### config.mk
export PLATFORM = sky130hd
export DESIGN_NAME = mo_div
export DESIGN_NICKNAME = d
export VERILOG_FILES = /design/src/sv/mo_pkg.sv /design/src/sv/mo_div.sv
export SDC_FILE = /design/constraint.sdc
export NUM_CORES = 1
export LEC_CHECK = 0
export BUFFER_PORTS_ARGS = -buffer_cell sky130_fd_sc_hd__buf_2
export CORE_MARGIN = 4
export CORE_UTILIZATION = 29
export CTS_CLUSTER_SIZE = 20
export DETAILED_ROUTE_END_ITERATION = 16
export PLACE_DENSITY = 0.51
export SETUP_SLACK_MARGIN = 0.05
export SYNTH_ARGS = -nofsm -noshare
export SYNTH_HDL_FRONTEND = slang
export SYNTH_SLANG_ARGS = --single-unit
### constraint.sdc
create_clock -name clk -period 3.9 [get_ports clk]
set_input_delay 0.78 -clock clk [delete_from_list [all_inputs] [get_ports clk]]
set_output_delay 0.78 -clock clk [all_outputs]
set_load 0.05 [all_outputs]
### src/sv/mo_pkg.sv
`timescale 1ns / 1ps
package mo_pkg;

	localparam int MO_CORDIC_ITER = 16;
	localparam int MO_CORDIC_MAX  = 24;
	localparam int MO_ANGW        = 34;   // CORDIC datapath width
	localparam int MO_NUMW        = 46;   // divider numerator width
	localparam int MO_DENW        = 19;   // divider denominator width
	localparam logic signed [MO_ANGW-1:0] MO_GAIN_Q30 = 34'sd652032874;
	localparam logic signed [20:0] MO_RATE_TO_BAM = 21'sd683565;
	// floor(n / 1000) = (n * MO_MS_RECIP) >> MO_MS_SHIFT, exact for 0 <= n < 2^45
	localparam logic [43:0] MO_MS_RECIP = 44'd9007199254741;
	localparam int          MO_MS_SHIFT = 53;
	localparam logic [9:0]  MO_MS_ROUND = 10'd999;

	localparam logic [1:0] REG_WHEEL_RADIUS  = 2'd0;
	localparam logic [1:0] REG_HALF_LENGTH_X = 2'd1;
	localparam logic [1:0] REG_HALF_WIDTH_Y  = 2'd2;

	// atan(2^-i) as a 32-bit binary angle
	function automatic logic [29:0] atan_f(input logic [4:0] i);
		logic [29:0] a;
		case (i)
			5'd0: a = 30'd536870912;
			5'd1: a = 30'd316933406;
			5'd2: a = 30'd167458907;
			5'd3: a = 30'd85004756;
			5'd4: a = 30'd42667331;
			5'd5: a = 30'd21354465;
			5'd6: a = 30'd10679838;
			5'd7: a = 30'd5340245;
			5'd8: a = 30'd2670163;
			5'd9: a = 30'd1335087;
			5'd10: a = 30'd667544;
			5'd11: a = 30'd333772;
			5'd12: a = 30'd166886;
			5'd13: a = 30'd83443;
			5'd14: a = 30'd41722;
			5'd15: a = 30'd20861;
			5'd16: a = 30'd10430;
			5'd17: a = 30'd5215;
			5'd18: a = 30'd2608;
			5'd19: a = 30'd1304;
			5'd20: a = 30'd652;
			5'd21: a = 30'd326;
			5'd22: a = 30'd163;
			5'd23: a = 30'd81;
			default: a = 30'd0;
		endcase
		return a;
	endfunction

	function automatic logic signed [23:0] sat24(input logic signed [47:0] v);
		logic signed [23:0] r;
		if (v > 48'sd8388607) r = 24'sd8388607;
		else if (v < -48'sd8388608) r = -24'sd8388608;
		else r = v[23:0];
		return r;
	endfunction

	function automatic logic signed [31:0] sat32(input logic signed [47:0] v);
		logic signed [31:0] r;
		if (v > 48'sd2147483647) r = 32'sh7fffffff;
		else if (v < -48'sd2147483648) r = 32'sh80000000;
		else r = v[31:0];
		return r;
	endfunction

endpackage

### src/sv/mo_div.sv
`timescale 1ns / 1ps
// Restoring divider, one quotient bit per cycle, floor rounding on signed numerator.
module mo_div (
	input  logic                              clk,
	input  logic                              arst_n,
	input  logic                              start,
	input  logic signed [mo_pkg::MO_NUMW-1:0] num,
	input  logic [mo_pkg::MO_DENW-1:0]        den,
	output logic                              done,
	output logic signed [mo_pkg::MO_NUMW:0]   quot
);
	import mo_pkg::*;

	localparam int MW = MO_NUMW - 1;
	localparam int CW = $clog2(MW + 1);

	logic          busy_q, done_q, neg_q;
	logic [CW-1:0] cnt_q;
	logic [MW-1:0] mag_q;
	logic [MO_DENW-1:0] rem_q, den_q;
	logic signed [MO_DENW+1:0] trial;
	logic [MO_NUMW-1:0] abs_num;

	assign abs_num = num[MO_NUMW-1] ? MO_NUMW'(-num) : MO_NUMW'(num);
	assign trial = $signed({1'b0, rem_q, mag_q[MW-1]}) - $signed({2'b00, den_q});

	always_ff @(posedge clk or negedge arst_n) begin
		if (!arst_n) begin
			busy_q <= 1'b0;
			done_q <= 1'b0;
			cnt_q  <= '0;
		end else begin
			done_q <= 1'b0;
			if (start) begin
				busy_q <= 1'b1;
				cnt_q  <= CW'(MW);
			end else if (busy_q) begin
				cnt_q <= cnt_q - 1'b1;
				if (cnt_q == CW'(1)) begin
					busy_q <= 1'b0;
					done_q <= 1'b1;
				end
			end
		end
	end

	always_ff @(posedge clk) begin
		if (start) begin
			neg_q <= num[MO_NUMW-1];
			mag_q <= abs_num[MW-1:0];
			rem_q <= '0;
			den_q <= den;
		end else if (busy_q) begin
			if (!trial[MO_DENW+1]) begin
				rem_q <= trial[MO_DENW-1:0];
				mag_q <= {mag_q[MW-2:0], 1'b1};
			end else begin
				rem_q <= {rem_q[MO_DENW-2:0], mag_q[MW-1]};
				mag_q <= {mag_q[MW-2:0], 1'b0};
			end
		end
	end

	assign done = done_q;
	assign quot = neg_q ? -$signed({2'b00, mag_q} + (MO_NUMW+1)'(rem_q != '0))
	                    : $signed({2'b00, mag_q});
endmodule

After elaboration in Yosys (flattened, before gate mapping):

Cells that the tools add are included.

* register bits: 92
* bits in latches: 0
* RAM bits: 0
* bits in read-only memories: 0
* input port bits: 68
* output and inout port bits: 48
* logic and storage cells: 29
* memories: 0

* $add $sub $neg: 5
* multiply operators: 0
* div/mod/pow operators: 0
* $lt $le $gt $ge: 0
* eq/ne operators: 1
* shift operators: 0
* mux-type cells: 14
* bitwise logic cells: 0
* reductions and logical operators: 2

Operators with widths (count)
* 45-bit two-way mux: 3
* 47-bit two-way mux: 1
* 46-bit negation with 47-bit output: 1
* 45-bit by 1-bit adder with 46-bit output: 1
* 45-bit negation: 1
* 20-bit by 19-bit subtractor with 21-bit output: 1
* 19-bit two-way mux: 1
* 19-bit nonzero test: 1
* 6-bit two-way mux: 2
* 1-bit two-way mux: 7
* 6-bit by 1-bit equality test with 1-bit output (second input constant): 1
* 6-bit by 1-bit subtractor with 6-bit output (second input constant): 1
* 2-bit nonzero test: 1

Longest topological paths before layout:

* depth after elaboration: 4
* depth in mapped cells: 16
* depth with buffers taken out: 16

Least setup slack after synthesis:

Ideal clock, no wire load.

* path kind: register to output
* start: register rem_q[6]
* end: output port quot[40] (netlist name)
* arrival time: 4071 ps
* required time: 3120 ps
* path slack: -951 ps
* stages on the path, launching flop included: 15
* path buffers: 0
* cell sequence: dfxtp_1 > nor4_1 > nand4_1 > nor4_1 > ha_1 > ha_1 > a211o_1 > a221oi_1 > o21bai_1 > a21oi_1 > o31ai_1 > a221oi_1 > nor4_1 > o31a_1 > o31ai_1

* longest elaborated chain between the ends: 4

RTL lines
* start, declared: RTL line mo_div.sv:20 `logic [MO_DENW-1:0] rem_q, den_q;`
* start signal, assigned: RTL line mo_div.sv:55 `rem_q <= trial[MO_DENW-1:0];`
* start signal, assigned: RTL line mo_div.sv:58 `rem_q <= {rem_q[MO_DENW-2:0], mag_q[MW-1]};`
* 19-bit nonzero test: RTL line mo_div.sv:65 `assign quot = neg_q ? -$signed({2'b00, mag_q} + (MO_NUMW+1)'(rem_q != '0))`
* 45-bit by 1-bit adder with 46-bit output: RTL line mo_div.sv:65
* 46-bit negation with 47-bit output: RTL line mo_div.sv:65
* 47-bit two-way mux: RTL line mo_div.sv:65
* end, declared: RTL line mo_div.sv:10 `output logic signed [mo_pkg::MO_NUMW:0] quot`

Every way passes these cells.

Worst setup path in the final report:

* start: register rem_q[5]
* end: output port quot[42] (netlist name)

The elaborated chain is that of the path after synthesis.

==> results.md <==
* Leakage at 5.26 nW
* Drt drc at 0
* Cells after Synth at 1057
* Asr flop ratio synth at 8.70%
* TritonCTS Buffers at 9
* Final net count at 1413
* Flop2flop setup slack at 0.37 ns
* Hold_buf cts at 0
* Crit-path slowest cell: dfxtp_2
* Core Area at 28900 um^2
* DIE HEIGHT at 180 um
* Sum Neg Setup Slack at -13.92 ns
* CTS Root Cell: clkbuf_16
* ANT nets after route at 0
* Sw frac at 45.8%
* First-pass GRT wire length at 42400 um
* Internal at 0.00360 W
* Clock skew at 0.0131 ns
* Final setup violation count at 37
* Sw Pwr at 0.00305 W
* List of most frequent post-synthesis cells: 119 x nand2_1, 90 x a21oi_1, 85 x nor2_1
* Combinational share of power at 66.0%
* Critical path depth in cells at 17
* Via Count at 8412
* Arr. time, crit path at 3.72 ns
* Pre-CTS setup slack at -0.562 ns
* Status: complete, but fails checks
* Gp weighted congestion at 0.840
* 1st-iter DRT viols at 400
* EDFF count, synth at 65
* Max-cap violations at 0
* CP max FO at 2
* Synthesized area at 8590 um^2
* CP max stage delay at 0.33 ns
* # diodes at 0
* Top-area cell type share of the netlist area at 22.7%
* Cells along the critical path: nor4_2 > nand4_1 > nor4_2 > ha_2 > ha_4 > a211o_1 > a221oi_4 > buf_4 > o2bb2ai_4 > a2111oi_4 > buf_4 > a2bb2oi_4 > nand2_2 > a31oi_4 > xnor2_2 > mux2i_4 > buf_6
* CTS tree: done
* Yosys warning total at 0
* Post-route minimum period at 4.50 ns
* Initial Utilization at 29.7%
* Most frequent cell after synthesis: nand2_1
* Count of state elements after synthesis at 92
* Class of the most critical hold timing path: in2async
* Post-synth top area cell: edfxtp_1
* DR WL/cell at 15.7 um
* Reg2Reg Capture Point: rem_q[4]
* F_max at 0.222 GHz
* Crit path required time at 3.12 ns
* Placed cells at 1635
* Layout cells sized above 1 at 32.6%
* Slew headroom at 21.8%
* Dominant synthesized flop cell: edfxtp_1
* WL final at 26100 um
* Max clock buf depth at 2
* FP Rows at 62
* Die area at 32400 um^2
* Post-synth cell types at 63
* VDD IR max at 248 uV
* Seq pwr share at 20.4%
* Largest net degree at the start of global routing at 75
* Total clock sinks at 92
* Tcrit/Tclk final at 115%
* H-tree depth at 3
* Hold_ws at 0.255 ns
* Non-filler cells, final at 1663
* Die width at 180 um
* Number of global-route vias before repair at 8280
* Syn_nets at 1196
* Pre-antenna DRT Iters at 5
* Least-Margin Pin Slew at 1.17 ns
* Via/cell ratio at 5.06
* Pwr/cell area at 554 nW/um^2
* Critical Setup Path Class: reg2out
* Failing checks: setup timing
* Clock Latency Late Sink at 0.37 ns
* Final Max Slew Viols at 0
* Area growth syn-to-layout at 39.7%
* GRT Util Overall at 15.6%
* Clock slew at reported path FFs at 0.08 ns
* RSZ-0062 raised after global routing: yes
* Crit end category: output pin
* Avg Cell Area, Syn at 8.13 um^2
* Crit path launch type: register
* Worst r2r src: mag_q[44]
* Total grt overflow at 0
* Hpwl dp at 19900 um
* Worst path top cell family by delay: compound AO/OA/AOI/OAI gates
* # IOs at 116
* Clock network fraction of total power at 13.6%
* Top post-synthesis cells by area: edfxtp_1 23%, ha_1 10%, a21oi_1 5.2%, nand2_1 5.2%, xor2_1 5.2%
* Fill cells at 2927
* Seq/Total Area, Yosys at 29.5%
* Critical path buffers and inverters at 3
* Final Hold Viols at 0
* Initial antenna violation count at 0
* Reg2reg path depth at 12
* Port bufs at 115
* Final worst setup slack at -0.601 ns
==> worst reg2reg max path, cell delays in order (launching register included) <==
cell	delay (ns)
edfxtp_1	0.39
inv_1	0.07
ha_1	0.22
fa_1	0.41
nor2b_1	0.13
o21ai_0	0.12
a21boi_1	0.28
o221a_2	0.26
o41ai_1	0.10
o31a_1	0.40
o21ba_2	0.38
or3_1	0.39
a311oi_1	0.29
==> per-layer routing <==
metal / global-route usage, % / routed length, um / share of wire, %
met1: 20.6 / 12100 / 47
met2: 26.8 / 12400 / 48
met3: 2.48 / 913 / 3.5
met4: 4.11 / 588 / 2.3
met5: 0 / 0 / 0
==> power by group through the flow <==
stage	logic [W]	registers, W	clock network [W]
finish	0.00439	0.00136	0.000906
floorplan	0.00264	0.00137	0
CTS	0.00430	0.00136	0.000948
global route	0.00478	0.00138	0.000975
detailed placement	0.00377	0.00137	0
global placement	0.00377	0.00136	0
==> worst max path at each step <==
stage / startpoint / endpoint / slack (ns)
after floorplan: rem_q[8] / quot[40] / -0.11
after global placement: rem_q[2] / quot[45] / -0.50
after detailed placement: rem_q[2] / quot[45] / -0.56
after CTS: rem_q[13] / quot[44] / -0.78
after global routing: rem_q[18] / quot[42] / -0.76
final: rem_q[5] / quot[42] / -0.60
==> state kept, by name, indices dropped and copies added (netlist names) <==
| signal | count |
|---|---|
| cnt_q | 6 |
| busy_q | 1 |
| rem_q | 19 |
| den_q | 19 |
| mag_q | 45 |
| done | 1 |
| neg_q | 1 |
==> cells by family (layout without fill, tap and decap cells) <==
logic type,after synthesis,after routing,share of synthesized area (%)
AO/OA/AOI/OAI,329,329,24.6
AND/OR/NAND/NOR,313,313,17.1
buffers and inverters,132,354,5.77
XOR/XNOR,94,94,9.58
flip-flops,92,92,29.5
adder cells (fa/ha/maj),71,71,10.4
multiplexers,26,26,3.09
==> final cells by class <==
type / count / area [um^2] / share of cell area [%]
Clock inverter: 6 / 50.0 / 0.417
Tap cell: 384 / 480 / 4.00
Clock buffer: 10 / 239 / 1.99
Inverter: 81 / 304 / 2.53
Sequential cell: 92 / 2550 / 21.3
Multi-Input combinational cell: 833 / 6430 / 53.6
Timing Repair Buffer: 257 / 1950 / 16.2
==> per-stage QoR <==
stage               area [um^2]  total power (W)  util [%]
finish                    12000          0.00665      41.5
global route              12000          0.00713      41.5
CTS                       11800          0.00660      40.8
detailed placement        10700          0.00514      37.1
global placement          10700          0.00513      37.1
floorplan                  8890          0.00401         -
==> placed cells by master (no fill, tap or decap), types with 24 or more instances in the layout <==
cell type,count
a21o_1,34
a21oi_1,79
buf_2,73
buf_4,131
buf_6,53
edfxtp_1,65
ha_1,67
inv_1,78
nand2_1,117
nor2_1,83
o21ai_0,57
o21ai_2,24
xnor2_1,30
xor2_1,44
==> timing repair <==
action / 4_1_cts / 5_1_grt
endpoints found under the setup margin: 41 / 45
setup buffers: 8 / 7
gates resized for setup: 188 / 27
pin swaps: 48 / 36
No activity file was read; power rests on OpenSTA's default activity.
