## config.mk

```make
export PLATFORM = sky130hd
export DESIGN_NAME = mo_cordic
export DESIGN_NICKNAME = d
export VERILOG_FILES = /design/src/sv/mo_pkg.sv /design/src/sv/mo_cordic.sv
export SDC_FILE = /design/constraint.sdc
export NUM_CORES = 1
export LEC_CHECK = 0
export BUFFER_PORTS_ARGS = -buffer_cell sky130_fd_sc_hd__buf_4
export CAP_MARGIN = 0
export CORE_ASPECT_RATIO = 2
export CORE_UTILIZATION = 45
export DETAILED_ROUTE_END_ITERATION = 7
export HOLD_SLACK_MARGIN = 0.05
export PLACE_DENSITY = 0.67
export RECOVER_POWER = 50
export SKIP_CTS_REPAIR_TIMING = 1
export SLEW_MARGIN = 10
export SYNTH_ARGS = -nofsm -noshare
export SYNTH_HDL_FRONTEND = slang
export SYNTH_SLANG_ARGS = --single-unit
```

## constraint.sdc

```tcl
create_clock -name clk -period 9.9 [get_ports clk]
set_input_delay 0.99 -clock clk [delete_from_list [all_inputs] [get_ports clk]]
set_output_delay 0.99 -clock clk [all_outputs]
set_load 0.005 [all_outputs]
```

## src/sv/mo_pkg.sv

```systemverilog
`timescale 1ns / 1ps
package mo_pkg;

	localparam int MO_CORDIC_ITER = 16;
	localparam int MO_CORDIC_MAX  = 24;
	localparam int MO_ANGW        = 34;   // CORDIC datapath width
	localparam int MO_NUMW        = 46;   // divider numerator width
	localparam int MO_DENW        = 19;   // divider denominator width
	localparam logic signed [MO_ANGW-1:0] MO_GAIN_Q30 = 34'sd652032874;
	localparam logic signed [20:0] MO_RATE_TO_BAM = 21'sd683565;
	// floor(n / 1000) = (n * MO_MS_RECIP) >> MO_MS_SHIFT, exact for 0 <= n < 2^45
	localparam logic [43:0] MO_MS_RECIP = 44'd9007199254741;
	localparam int          MO_MS_SHIFT = 53;
	localparam logic [9:0]  MO_MS_ROUND = 10'd999;

	localparam logic [1:0] REG_WHEEL_RADIUS  = 2'd0;
	localparam logic [1:0] REG_HALF_LENGTH_X = 2'd1;
	localparam logic [1:0] REG_HALF_WIDTH_Y  = 2'd2;

	// atan(2^-i) as a 32-bit binary angle
	function automatic logic [29:0] atan_f(input logic [4:0] i);
		logic [29:0] a;
		case (i)
			5'd0: a = 30'd536870912;
			5'd1: a = 30'd316933406;
			5'd2: a = 30'd167458907;
			5'd3: a = 30'd85004756;
			5'd4: a = 30'd42667331;
			5'd5: a = 30'd21354465;
			5'd6: a = 30'd10679838;
			5'd7: a = 30'd5340245;
			5'd8: a = 30'd2670163;
			5'd9: a = 30'd1335087;
			5'd10: a = 30'd667544;
			5'd11: a = 30'd333772;
			5'd12: a = 30'd166886;
			5'd13: a = 30'd83443;
			5'd14: a = 30'd41722;
			5'd15: a = 30'd20861;
			5'd16: a = 30'd10430;
			5'd17: a = 30'd5215;
			5'd18: a = 30'd2608;
			5'd19: a = 30'd1304;
			5'd20: a = 30'd652;
			5'd21: a = 30'd326;
			5'd22: a = 30'd163;
			5'd23: a = 30'd81;
			default: a = 30'd0;
		endcase
		return a;
	endfunction

	function automatic logic signed [23:0] sat24(input logic signed [47:0] v);
		logic signed [23:0] r;
		if (v > 48'sd8388607) r = 24'sd8388607;
		else if (v < -48'sd8388608) r = -24'sd8388608;
		else r = v[23:0];
		return r;
	endfunction

	function automatic logic signed [31:0] sat32(input logic signed [47:0] v);
		logic signed [31:0] r;
		if (v > 48'sd2147483647) r = 32'sh7fffffff;
		else if (v < -48'sd2147483648) r = 32'sh80000000;
		else r = v[31:0];
		return r;
	endfunction

endpackage

```

## src/sv/mo_cordic.sv

```systemverilog
`timescale 1ns / 1ps
// Rotation-mode CORDIC, one micro-rotation per cycle.
module mo_cordic #(
	parameter int ITER = mo_pkg::MO_CORDIC_ITER
) (
	input  logic                              clk,
	input  logic                              arst_n,
	input  logic                              start,
	input  logic [15:0]                       angle,
	output logic                              done,
	output logic signed [mo_pkg::MO_ANGW-1:0] cos_o,
	output logic signed [mo_pkg::MO_ANGW-1:0] sin_o
);
	import mo_pkg::*;

	localparam int NIT = (ITER < MO_CORDIC_MAX) ? ITER : MO_CORDIC_MAX;

	logic busy_q, done_q, flip_q;
	logic [4:0] i_q;
	logic signed [MO_ANGW-1:0] x_q, y_q, z_q, xs, ys, at;
	logic [31:0] z32;

	assign z32 = {angle ^ {(angle[15] ^ angle[14]), 15'd0}, 16'd0};
	assign xs  = x_q >>> i_q;
	assign ys  = y_q >>> i_q;
	assign at  = $signed({4'd0, atan_f(i_q)});

	always_ff @(posedge clk or negedge arst_n) begin
		if (!arst_n) begin
			busy_q <= 1'b0;
			done_q <= 1'b0;
			i_q    <= '0;
		end else begin
			done_q <= 1'b0;
			if (start) begin
				busy_q <= 1'b1;
				i_q    <= '0;
			end else if (busy_q) begin
				i_q <= i_q + 1'b1;
				if (i_q == 5'(NIT - 1)) begin
					busy_q <= 1'b0;
					done_q <= 1'b1;
				end
			end
		end
	end

	always_ff @(posedge clk) begin
		if (start) begin
			flip_q <= angle[15] ^ angle[14];
			x_q    <= MO_GAIN_Q30;
			y_q    <= '0;
			z_q    <= MO_ANGW'($signed(z32));
		end else if (busy_q) begin
			if (!z_q[MO_ANGW-1]) begin
				x_q <= x_q - ys;
				y_q <= y_q + xs;
				z_q <= z_q - at;
			end else begin
				x_q <= x_q + ys;
				y_q <= y_q - xs;
				z_q <= z_q + at;
			end
		end
	end

	assign done  = done_q;
	assign cos_o = flip_q ? -x_q : x_q;
	assign sin_o = flip_q ? -y_q : y_q;
endmodule

```

After elaboration in Yosys (flattened, before gate mapping)
Memories as Yosys holds them, arrays and structs flattened.
Index checks and enable logic that the tools add are counted.
- output and inout port bits: 69
- input port bits: 19
- word-level logic and storage cells: 39
- memory bits (read-only): 960
- bits in registers: 110
- memories kept: 1
- memory list (memory ; words ; bits a word ; read ports ; clocked after Yosys merged registers in ; write ports ; line ; source):
    (no name shown) ; 32 ; 30 ; 1 ; 0 ; 0 ; mo_pkg.sv:23 ; case (i)
- $add $sub $neg: 9
- equality and inequality tests: 1
- reduce and logical (&&, ||, !) cells: 1
- bitwise operators: 2
- shifts and indexed selects: 2
- multiplexer cells: 15
- operators with widths (operator ; number):
    $mux W34 ; 7
    $add A34 B34 Y34 ; 2
    $neg A34 Y34 ; 2
    $sshr A34 B5 Y34 ; 2
    $sub A34 B34 Y34 ; 2
    $add A34 B31 Y34 ; 1
    $sub A34 B31 Y34 ; 1
    $xor A16 B16 Y16 ; 1
    $mux W5 ; 2
    $mux W1 ; 6
    $add A5 B1 Y5 const B ; 1
    $eq A5 B4 Y1 const B ; 1
    $reduce_bool A2 Y1 ; 1
    $xor A1 B1 Y1 ; 1

Depth between registers and ports, before layout
Gate-level depths: netlist of the first run.
An unclocked memory read counts as a cell.
- word-level depth: 5
- mapped depth: 32
- mapped depth without buffers: 26

Worst setup path after synthesis of the first run
OpenSTA, ideal clock, no wires.
- path type: register -> register
- start point: register i_q[1]
- end point: register z_q[31] (data pin)
- cell stages (with the launch flop): 27
- data arrival time: 6.103 ns
- clock period less this slack: 6.360 ns
- path buffers: 5
- library setup time: 0.257 ns
- required time: 9.643 ns
- slack: 3.540 ns
- cells stage by stage: dfrtp_1 buf_2 clkinv_1 buf_2 buf_2 buf_1 ha_1 clkbuf_1 inv_1 a22oi_1 a31oi_1 nand3_1 nor2_1 nand2_1 nor4b_1 nor2_1 xor2_1 ha_1 nor2b_1 a2111oi_0 nand3b_1 o221a_2 a221o_1 a21oi_1 nor4_1 or3_1 a32o_1
- cells in the longest elaborated chain, start to end: 5
- elaborated cells between the ends (all ways): 6
- classes of those cells: add/sub: 2; mux: 3; memory: 1
- ends and longest elaborated chain (element ; line ; source):
    from (decl) ; mo_cordic.sv:19 ; logic [4:0] i_q;
    from (signal assigned) ; mo_cordic.sv:39 ; i_q <= i_q + 1'b1;
    $mem_v2 Z32 W30 (*) ; -- ;
    $sub A34 B31 Y34 / $add A34 B31 Y34 (equally long branches) ; mo_cordic.sv:58, mo_cordic.sv:62 ;
    $mux W34 (*) ; mo_cordic.sv:55 ; if (!z_q[MO_ANGW-1]) begin
    $mux W34 (*) ; mo_cordic.sv:54 ; end else if (busy_q) begin
    $mux W34 (*) ; mo_cordic.sv:49 ; if (start) begin
    to (signal assigned) ; mo_cordic.sv:53 ; z_q <= MO_ANGW'($signed(z32));
    to (signal assigned) ; mo_cordic.sv:58 ; z_q <= z_q - at;
    to (signal assigned) ; mo_cordic.sv:62 ; z_q <= z_q + at;
    to (decl) ; mo_cordic.sv:20 ; logic signed [MO_ANGW-1:0] x_q, y_q, z_q, xs, ys, at;
Mark *: on every way between the ends. The rest lies on a longest branch, timed or not. The select of a mux whose other input is x is not followed.
A chain may end at the register's enable or synchronous reset.

Worst setup path after layout of the first run
- start point: register i_q[2]
- end point: register x_q[33]
- cells in the longest elaborated chain, start to end: 3
- elaborated cells between the ends (all ways): 4
- classes of those cells: add/sub: 2; shift: 1; mux: 1
- ends and longest elaborated chain (element ; line ; source):
    $sshr A34 B5 Y34 (*) ; mo_cordic.sv:25 ; assign ys = y_q >>> i_q;
    $sub A34 B34 Y34 / $add A34 B34 Y34 (equally long branches) ; mo_cordic.sv:56, mo_cordic.sv:60 ;
    $mux W34 (*) ; mo_cordic.sv:55 ;
    to (signal assigned) ; mo_cordic.sv:56 ; x_q <= x_q - ys;
    to (signal assigned) ; mo_cordic.sv:60 ; x_q <= x_q + ys;
    to (decl) ; mo_cordic.sv:20 ;
Mark *: on every way between the ends. The rest lies on a longest branch, timed or not.

==> results.json, run 1 <==
{
  "status": "finished with violations",
  "failed_checks": "capacitance limit, slew limit",
  "track_usage_pct": 40.76,
  "end_kind": "register",
  "yosysMostFrequentCell": "nor2_1",
  "cts_sinks": 110,
  "slowest_delay_ns": 1.43,
  "synth_ff_type": "dfxtp_1",
  "rsz0062_at_grt": "no",
  "ys_ff_latch": 110,
  "rrSetupSlack_ns": 1.44,
  "drt-initial-drc-count": 1519,
  "cp-start-kind": "register",
  "synthTopCellsByCount": "nor2_1, nand2_1, a21oi_1",
  "worstSkewPairLatency_ns": 0.42,
  "reg2reg_from": "i_q[2]",
  "stdcell_area_mm2": 0.01863,
  "cts_buffer_depth": 2,
  "post-place-ws_ns": 2.535,
  "leakage_nw": 7.631,
  "root_buffer": "clkbuf_16",
  "grt_pass1_wl_um": 117200,
  "grt.overflow.total": 0,
  "avgRoutedWirePerCell_um": 29.35,
  "path_buf_inv": 1,
  "vias": 18340,
  "cp_top_family": "compound AO/OA/AOI/OAI gates",
  "min_period_ns": 8.459,
  "grt_max_degree": 63,
  "cp_max_fo": 44,
  "cts.reportedPaths.clkPinSlew_ns": 0.10,
  "syn_area_per_cell_um2": 7.732,
  "h-tree-depth": 3,
  "port_buffers": 87,
  "tns_ns": 0,
  "setup_viol": 0,
  "worst_slack_ns": 1.441,
  "synthTopCellsByArea": "dfxtp_1, ha_1, xnor2_1, mux4_2, mux2i_1",
  "synth_warnings": 0,
  "cts_made_buffers": 9,
  "critPathArrivalTime_ns": 8.78,
  "startpoint": "i_q[2]",
  "yosysSeqAreaShare_pct": 13.79,
  "maxSlewViolCount": 122,
  "fillers": 3957,
  "die_w_um": 141.8,
  "power.density_mw_per_mm2": 447.2,
  "core_mm2": 0.03867,
  "dpl-instance-area_mm2": 0.01834,
  "pin_count": 88,
  "final_nets": 2367,
  "clock_skew_ns": 0.01421,
  "ff_latch_area_mm2": 0.002444,
  "antenna_left": 0,
  "grt_pass1_vias": 18180,
  "wl_um": 80970,
  "fp.dieH_um": 281.7,
  "area_growth_pct": 5.837,
  "start_util_pct": 45.51,
  "tightest_slew_ns": 1.894,
  "synth_edf_count": 19,
  "multi_input_area_mm2": 0.01410,
  "ir_worst_vdd_mv": 0.3575,
  "hold_path.startpoint": "z_q[9]",
  "worst_path_max_delay_cell": "dfrtp_1",
  "synth_top_area_share_pct": 9.556,
  "num_rows": 102,
  "fin_crit_sh_pct": 85.44,
  "slew_headroom_pct": -26.25,
  "maxCapViolations": 4,
  "synth_area_leader_cell": "dfxtp_1",
  "timing.fmax_mhz": 118.2,
  "hp-class": "register to register",
  "via_per_inst": 6.648,
  "async_flop_share_pct": 6.364,
  "dr.pass1.iters": 6,
  "dieArea_mm2": 0.03995,
  "hold_viol_final": 0,
  "place.gp.congestion": 1.083,
  "synth_nets": 2412,
  "antenna_found_initial": 5,
  "drive_gt1_share_pct": 12.52,
  "synthCells": 2276,
  "critPathRequiredTime_ns": 10.23,
  "p_total_mw": 8.328,
  "crit_chain": "buf_4 -> mux2i_1 -> mux4_2 -> o32ai_1 -> nor3_1 -> ha_1 -> and4_1 -> nand4_1 -> nor2_1 -> a21oi_1 -> xnor2_1 -> ha_1 -> o41ai_1 -> o221ai_1 -> and3_1 -> o31a_1 -> o2111a_1 -> o221ai_1 -> o21ai_0 -> xnor2_1 -> a211oi_1 -> a31o_1",
  "drc": 0,
  "worstSetupPathType": "register to register",
  "dp_hpwl_um": 61130,
  "syn-cell-area_mm2": 0.01760,
  "cts_tree": "yes",
  "ys_types": 107
}
## report_power, final
group | internal, mW | switching (mW)
clock network | 0.183 | 0.241
registers | 0.690 | 0.458
logic | 2.91 | 3.85
total | 3.78 | 4.55
## routing by layer
metal  share of wire, %  routed length [um]  track usage [%]
met1                 34               27470            40.27
met4                 10                8410            38.38
met5              0.033                  27                0
met3                6.8                5468            9.375
met2                 49               39590            69.90
## layout by cell type (no fill, tap or decap), types with 10 or more instances in the layout
cell type    n
a211oi_1    30
a21o_1      41
a21oi_1    189
a22oi_1     15
a31oi_1     31
and2_1      15
and3_1      13
buf_4       62
clkbuf_1    12
clkbuf_4    53
dfxtp_1     84
edfxtp_1    19
ha_1       114
inv_1       50
mux2_2      26
mux2i_1    113
mux4_2      58
nand2_1    215
nand2b_1    30
nand3_1     31
nand4_1     10
nor2_1     246
nor2b_1     19
nor3_1      29
nor4_1      10
o211ai_1    17
o21a_1      16
o21ai_0    145
o21bai_1    23
o22ai_1     25
o31ai_1     23
o41ai_1     12
or2_2       17
or4_1       12
xnor2_1    161
xor2_1      86
## worst reg2reg max path: cells and delay by family, from the launching register on
kind,cells,cell delay (ns)
fa+ha+maj,2,0.61
mux,2,1.14
buf+inv,1,0.70
simple gates,5,1.63
flops,1,1.43
xor+xnor,2,0.42
compound gates,10,2.43
## kinds of logic after synthesis
family / count (synthesis) / share of synthesized area, %
fa+ha+maj: 117 / 8.447
buf+inv: 239 / 6.207
flops: 110 / 13.79
xor+xnor: 249 / 12.48
compound gates: 672 / 24.86
mux: 208 / 16.39
simple gates: 681 / 17.82
## cell type report
type	instances	area share, %
inverters	56	1.129
well taps	520	3.493
repair buffers	127	4.877
flip-flops and latches	110	13.12
diodes	3	0.04031
multi-input cells	1927	75.68
clock inverters	7	0.4501
clock buffers	9	1.209
## worst paths after layout
kind                       cells past startpoint  endpoint
max                                           22   x_q[33]
max reg2reg                                   22   x_q[33]
max in group asynchronous                      1    i_q[0]
min in group asynchronous                      1      done
min                                            2    z_q[9]
min reg2reg                                    2    z_q[9]
## through the flow
stage          util (%)  std cells  hold slack, ns
2_1_floorplan         -       2276          0.4315
3_3_place_gp      47.43       2739          0.4515
3_5_place_dp      47.43       2739          0.4602
4_1_cts           48.23       2755          0.3847
5_1_grt           48.15       2756          0.4993
6_report          48.17       2759          0.4777
## sequential cells by signal, indices dropped and copies added, names as in the netlist
signal	count
flip_q	1
y_q	34
x_q	34
busy_q	1
z_q	34
done	1
i_q	5
No activity file was read; power rests on OpenSTA's default activity.
==> run 2, diff against run 1 <==
- BUFFER_PORTS_ARGS: -buffer_cell sky130_fd_sc_hd__buf_4 -> not set
- DONT_BUFFER_PORTS: not set -> 1
- PLACE_DENSITY: 0.67 -> 0.65
==> results.json, run 2 (same netlist as run 1, synthesis figures left out) <==
{
  "port_buffers": 0,
  "worstSetupPathType": "register to register",
  "hold_viol_final": 0,
  "final_nets": 2269,
  "power.density_mw_per_mm2": 445.6,
  "critPathRequiredTime_ns": 10.04,
  "dieArea_mm2": 0.03995,
  "layout_common_cells": "nor2_1, nand2_1, a21oi_1",
  "dp_hpwl_um": 56070,
  "setup_viol": 0,
  "track_usage_pct": 37.76,
  "maxSlewViolCount": 124,
  "wl_um": 75590,
  "cts_buffer_depth": 2,
  "status": "finished with violations",
  "post-place-ws_ns": 2.670,
  "grt_pass1_wl_um": 110200,
  "start_util_pct": 45.51,
  "num_rows": 102,
  "grt.overflow.total": 0,
  "end_kind": "register",
  "cts_made_buffers": 9,
  "worst_path_max_delay_cell": "dfrtp_4",
  "rsz0062_at_grt": "no",
  "die_w_um": 141.8,
  "grt_max_degree": 76,
  "failed_checks": "capacitance limit, slew limit",
  "critPathArrivalTime_ns": 7.81,
  "vias": 17760,
  "grt_pass1_vias": 17310,
  "fillers": 3896,
  "cts_sinks": 110,
  "layout_commonest_cell": "nor2_1",
  "hp-class": "input port to asynchronous set/reset pin",
  "cp-start-kind": "register",
  "drc": 0,
  "maxCapViolations": 3,
  "slew_headroom_pct": -83.71,
  "drt-initial-drc-count": 1736,
  "cp_max_fo": 54,
  "place.gp.congestion": 1.103,
  "cts_tree": "yes",
  "clock_skew_ns": 0.01961,
  "fp.dieH_um": 281.7,
  "worst_slack_ns": 2.230,
  "drive_gt1_share_pct": 8.887,
  "root_buffer": "clkbuf_16",
  "path_buf_inv": 2,
  "h-tree-depth": 3,
  "diodes": 0,
  "antenna_found_initial": 1,
  "via_per_inst": 6.683,
  "worstSkewPairLatency_ns": 0.40,
  "tns_ns": 0,
  "slowest_delay_ns": 0.97,
  "tightest_slew_ns": 2.756,
  "pin_count": 88,
  "cts.reportedPaths.clkPinSlew_ns": 0.09,
  "leakage_nw": 7.217,
  "antenna_left": 0,
  "fin_crit_sh_pct": 77.47,
  "timing.fmax_mhz": 130.4,
  "dr.pass1.iters": 6,
  "core_mm2": 0.03867,
  "min_period_ns": 7.670,
  "avgRoutedWirePerCell_um": 28.44,
  "ir_worst_vdd_mv": 0.1942,
  "area_growth_pct": 1.984,
  "cp_top_family": "compound AO/OA/AOI/OAI gates",
  "top_regs": "x_q: 34 flops, y_q: 34 flops, z_q: 34 flops",
  "crit_chain": "inv_1 -> ha_1 -> inv_1 -> a22oi_1 -> a31oi_1 -> nand3_1 -> nor2_1 -> nand2_1 -> nor4b_1 -> nor2_1 -> xor2_1 -> ha_1 -> nor2b_1 -> a2111oi_0 -> nand3b_1 -> o221a_2 -> a221o_1 -> a21oi_1 -> nor4_1 -> o21ai_0 -> mux2i_1 -> o21ai_0"
}
[run 2: cell types whose count changed in the layout (fill, tap and decap cells not counted), sizes merged]
| cell | before | now |
|---|---|---|
| clkbuf | 74 | 10 |
| buf | 62 | 28 |
| diode | 3 | 0 |
| bufinv | 0 | 1 |
| clkinv | 7 | 6 |
[run 2: metal layers]
metal | vias to the layer above | global-route usage [%] | routed length, um | share of wire (%)
li1 | 8016 | - | - | -
met1 | 8603 | 37.56 | 25700 | 34
met2 | 824 | 65.18 | 36750 | 49
met3 | 318 | 8.916 | 5558 | 7.4
met4 | 2 | 33.58 | 7560 | 10
met5 | - | 0 | 12 | 0.016
[run 2: path summary, 6_finish.rpt]
kind | slack [ns] | depth (start not counted) | to | startpoint
setup / recovery | 2.23 | 22 | z_q[33] | i_q[0]
hold / removal | 0.27 | 0 | i_q[1] | arst_n
setup reg to reg | 2.23 | 22 | z_q[33] | i_q[0]
hold reg to reg | 0.48 | 2 | z_q[10] | z_q[10]
max in group asynchronous | 9.55 | 0 | i_q[4] | arst_n
min in group clk | 0.48 | 2 | z_q[10] | z_q[10]
[run 2: through the flow]
step                std cells  instance area [um2]  hold WS (ns)  total power, mW  utilization (%)
finish                   2658                17950        0.2682            7.997            46.41
detailed placement       2642                17620        0.4574            7.408            45.58
global route             2658                17950        0.2657            8.628            46.41
CTS                      2658                17960        0.2595            7.882            46.44
global placement         2642                17620        0.4468            7.309            45.58
floorplan                2276                17600        0.4315            5.930                -
[run 2: cell type report]
cell class | count | area, um2 | area share (%)
flip-flops and latches | 110 | 2444 | 13.62
clock inverters | 7 | 107.6 | 0.5996
multi-input cells | 1927 | 14080 | 78.47
inverters | 56 | 210.2 | 1.171
well taps | 520 | 650.6 | 3.625
repair buffers | 29 | 226.5 | 1.262
clock buffers | 9 | 225.2 | 1.255
[run 2: where the power goes]
group / leakage, nW / switching [mW] / internal (mW) / total [mW]
Combinational: 6.07 / 3.68 / 2.73 / 6.40
Sequential: 0.987 / 0.467 / 0.689 / 1.16
Clock: 0.161 / 0.228 / 0.208 / 0.436
Total: 7.22 / 4.37 / 3.63 / 8.00
==> run 3, diff against run 2 <==
- clock period: 9.9 -> 8 ns (I/O delays scaled with it)
==> results.json, run 3 (same netlist as run 1, synthesis figures left out) <==
{
  "place.gp.congestion": 1.039,
  "critPathRequiredTime_ns": 8.32,
  "worst_path_max_delay_cell": "dfrtp_4",
  "grt_max_degree": 76,
  "critPathArrivalTime_ns": 7.59,
  "avgRoutedWirePerCell_um": 27.88,
  "leakage_nw": 7.298,
  "crit_chain": "clkbuf_1 -> mux2_2 -> o22ai_1 -> nor3_1 -> a211oi_1 -> nand3_1 -> nor4_4 -> and2_1 -> nor2_1 -> xnor2_1 -> ha_1 -> nand2_1 -> o21ai_0 -> o41ai_1 -> o221ai_1 -> and3_1 -> o31a_1 -> o2111a_1 -> o221ai_1 -> o21ai_0 -> xnor2_1 -> a211oi_1 -> a31o_1",
  "top_regs": "x_q: 34 flops, y_q: 34 flops, z_q: 34 flops",
  "end_kind": "register",
  "track_usage_pct": 37.39,
  "dp_hpwl_um": 55830,
  "dieArea_mm2": 0.03995,
  "fin_cells": 2676,
  "vias": 17840,
  "hold_viol_final": 0,
  "grt.overflow.total": 0,
  "antenna_found_initial": 3,
  "maxCapViolations": 3,
  "tightest_slew_ns": 2.900,
  "ff_latch_area_mm2": 0.002444,
  "failed_checks": "capacitance limit, slew limit",
  "p_sw_share_pct": 54.78,
  "fin_crit_sh_pct": 90.82,
  "dr.pass1.iters": 7,
  "clock_skew_ns": 0.01612,
  "rsz0062_at_grt": "no",
  "antenna_left": 0,
  "via_per_inst": 6.668,
  "drt-initial-drc-count": 1312,
  "area_growth_pct": 2.652,
  "die_w_um": 141.8,
  "wl_um": 74620,
  "clockPowerShare_pct": 5.3,
  "power.density_mw_per_mm2": 549.1,
  "drive_gt1_share_pct": 9.420,
  "pin_count": 88,
  "cts_made_buffers": 9,
  "num_rows": 102,
  "timing.fmax_mhz": 137.6,
  "pwr-share-comb_pct": 80.2,
  "port_buffers": 0,
  "h-tree-depth": 3,
  "cts_tree": "yes",
  "drc": 0,
  "fillers": 3946,
  "slowest_delay_ns": 0.84,
  "layout_common_cells": "nor2_1, nand2_1, a21oi_1",
  "cts_buffer_depth": 2,
  "start_util_pct": 45.51,
  "power_switching_mw": 5.434,
  "reg2reg_from": "i_q[0]",
  "dp.cells": 2658,
  "root_buffer": "clkbuf_16",
  "maxSlewViolCount": 123,
  "min_period_ns": 7.265,
  "hp-class": "input port to asynchronous set/reset pin",
  "layout_commonest_cell": "nor2_1",
  "core_mm2": 0.03867,
  "utilization_pct": 46.72,
  "grt_pass1_wl_um": 109600,
  "worstSkewPairLatency_ns": 0.42,
  "grt_pass1_vias": 17510,
  "final_nets": 2286,
  "multi_input_area_mm2": 0.01407,
  "cp_max_fo": 41,
  "power_frac_seq_pct": 14.5,
  "slew_headroom_pct": -93.33,
  "ir_worst_vdd_mv": 0.3310,
  "fp.dieH_um": 281.7,
  "p_total_mw": 9.920,
  "cts.reportedPaths.clkPinSlew_ns": 0.09,
  "worstSetupPathType": "register to register",
  "internal_power_mw": 4.485,
  "tns_ns": 0,
  "startpoint": "i_q[0]",
  "setup_viol": 0,
  "cts_sinks": 110,
  "cp-start-kind": "register",
  "status": "finished with violations"
}
-- run 3: changes by cell type in the layout (fill, tap and decap cells not counted), sizes merged --
cell / before / now
buf: 28 / 43
bufinv: 1 / 0
clkbuf: 10 / 11
diode: 0 / 1
dlygate4sd3: 0 / 1
inv: 56 / 57
-- run 3: final cells by class --
class,instances,share of cell area [%]
diodes,1,0.01385
flip-flops and latches,110,13.53
clock inverters,7,0.5472
clock buffers,9,1.247
multi-input cells,1927,77.88
inverters,56,1.164
repair buffers,46,2.022
well taps,520,3.602
-- run 3: worst max-delay path: cells and delay by family (launching register included) --
family                   cells  cell delay, ns
AO/OA/AOI/OAI               11            3.14
XOR/XNOR                     2            0.38
adder cells (fa/ha/maj)      1            0.36
buffers and inverters        1            0.67
flip-flops                   1            0.84
multiplexers                 1            0.41
AND/OR/NAND/NOR              7            1.34
-- run 3: per-layer routing --
metal  up-vias  track usage (%)  routed length, um
met4         4            32.67               7475
met1      8623            38.43              26010
met3       310            6.895               4908
li1       8062                -                  -
met2       844            64.76              36200
met5         -                0                 30
-- run 3: metrics by stage --
stage,setup slack (ns),instance area [um2],hold WS (ns)
final,0.7345,18060,0.06457
after global routing,0.3779,18060,0.05068
after CTS,1.117,18080,0.04609
after detailed placement,1.114,17760,0.4543
after global placement,1.216,17760,0.4419
after floorplan,1.640,17600,0.4315
-- run 3: path summary, 6_finish.rpt --
kind / to / slack [ns] / cells past startpoint
setup / recovery: x_q[33] / 0.73 / 23
hold / removal: i_q[3] / 0.06 / 0
setup reg to reg: x_q[33] / 0.73 / 23
hold reg to reg: z_q[9] / 0.47 / 2
max in group asynchronous: i_q[4] / 7.09 / 1
min in group clk: x_q[27] / 0.43 / 1
-- run 3: power groups by stage --
stage          logic [mW]  registers [mW]  clock network (mW)
2_1_floorplan        6.35           0.987                   0
3_3_place_gp         7.67            1.41                   0
3_5_place_dp         7.79            1.42                   0
4_1_cts              7.84            1.40               0.533
5_1_grt              8.72            1.45               0.549
6_report             7.96            1.43               0.525
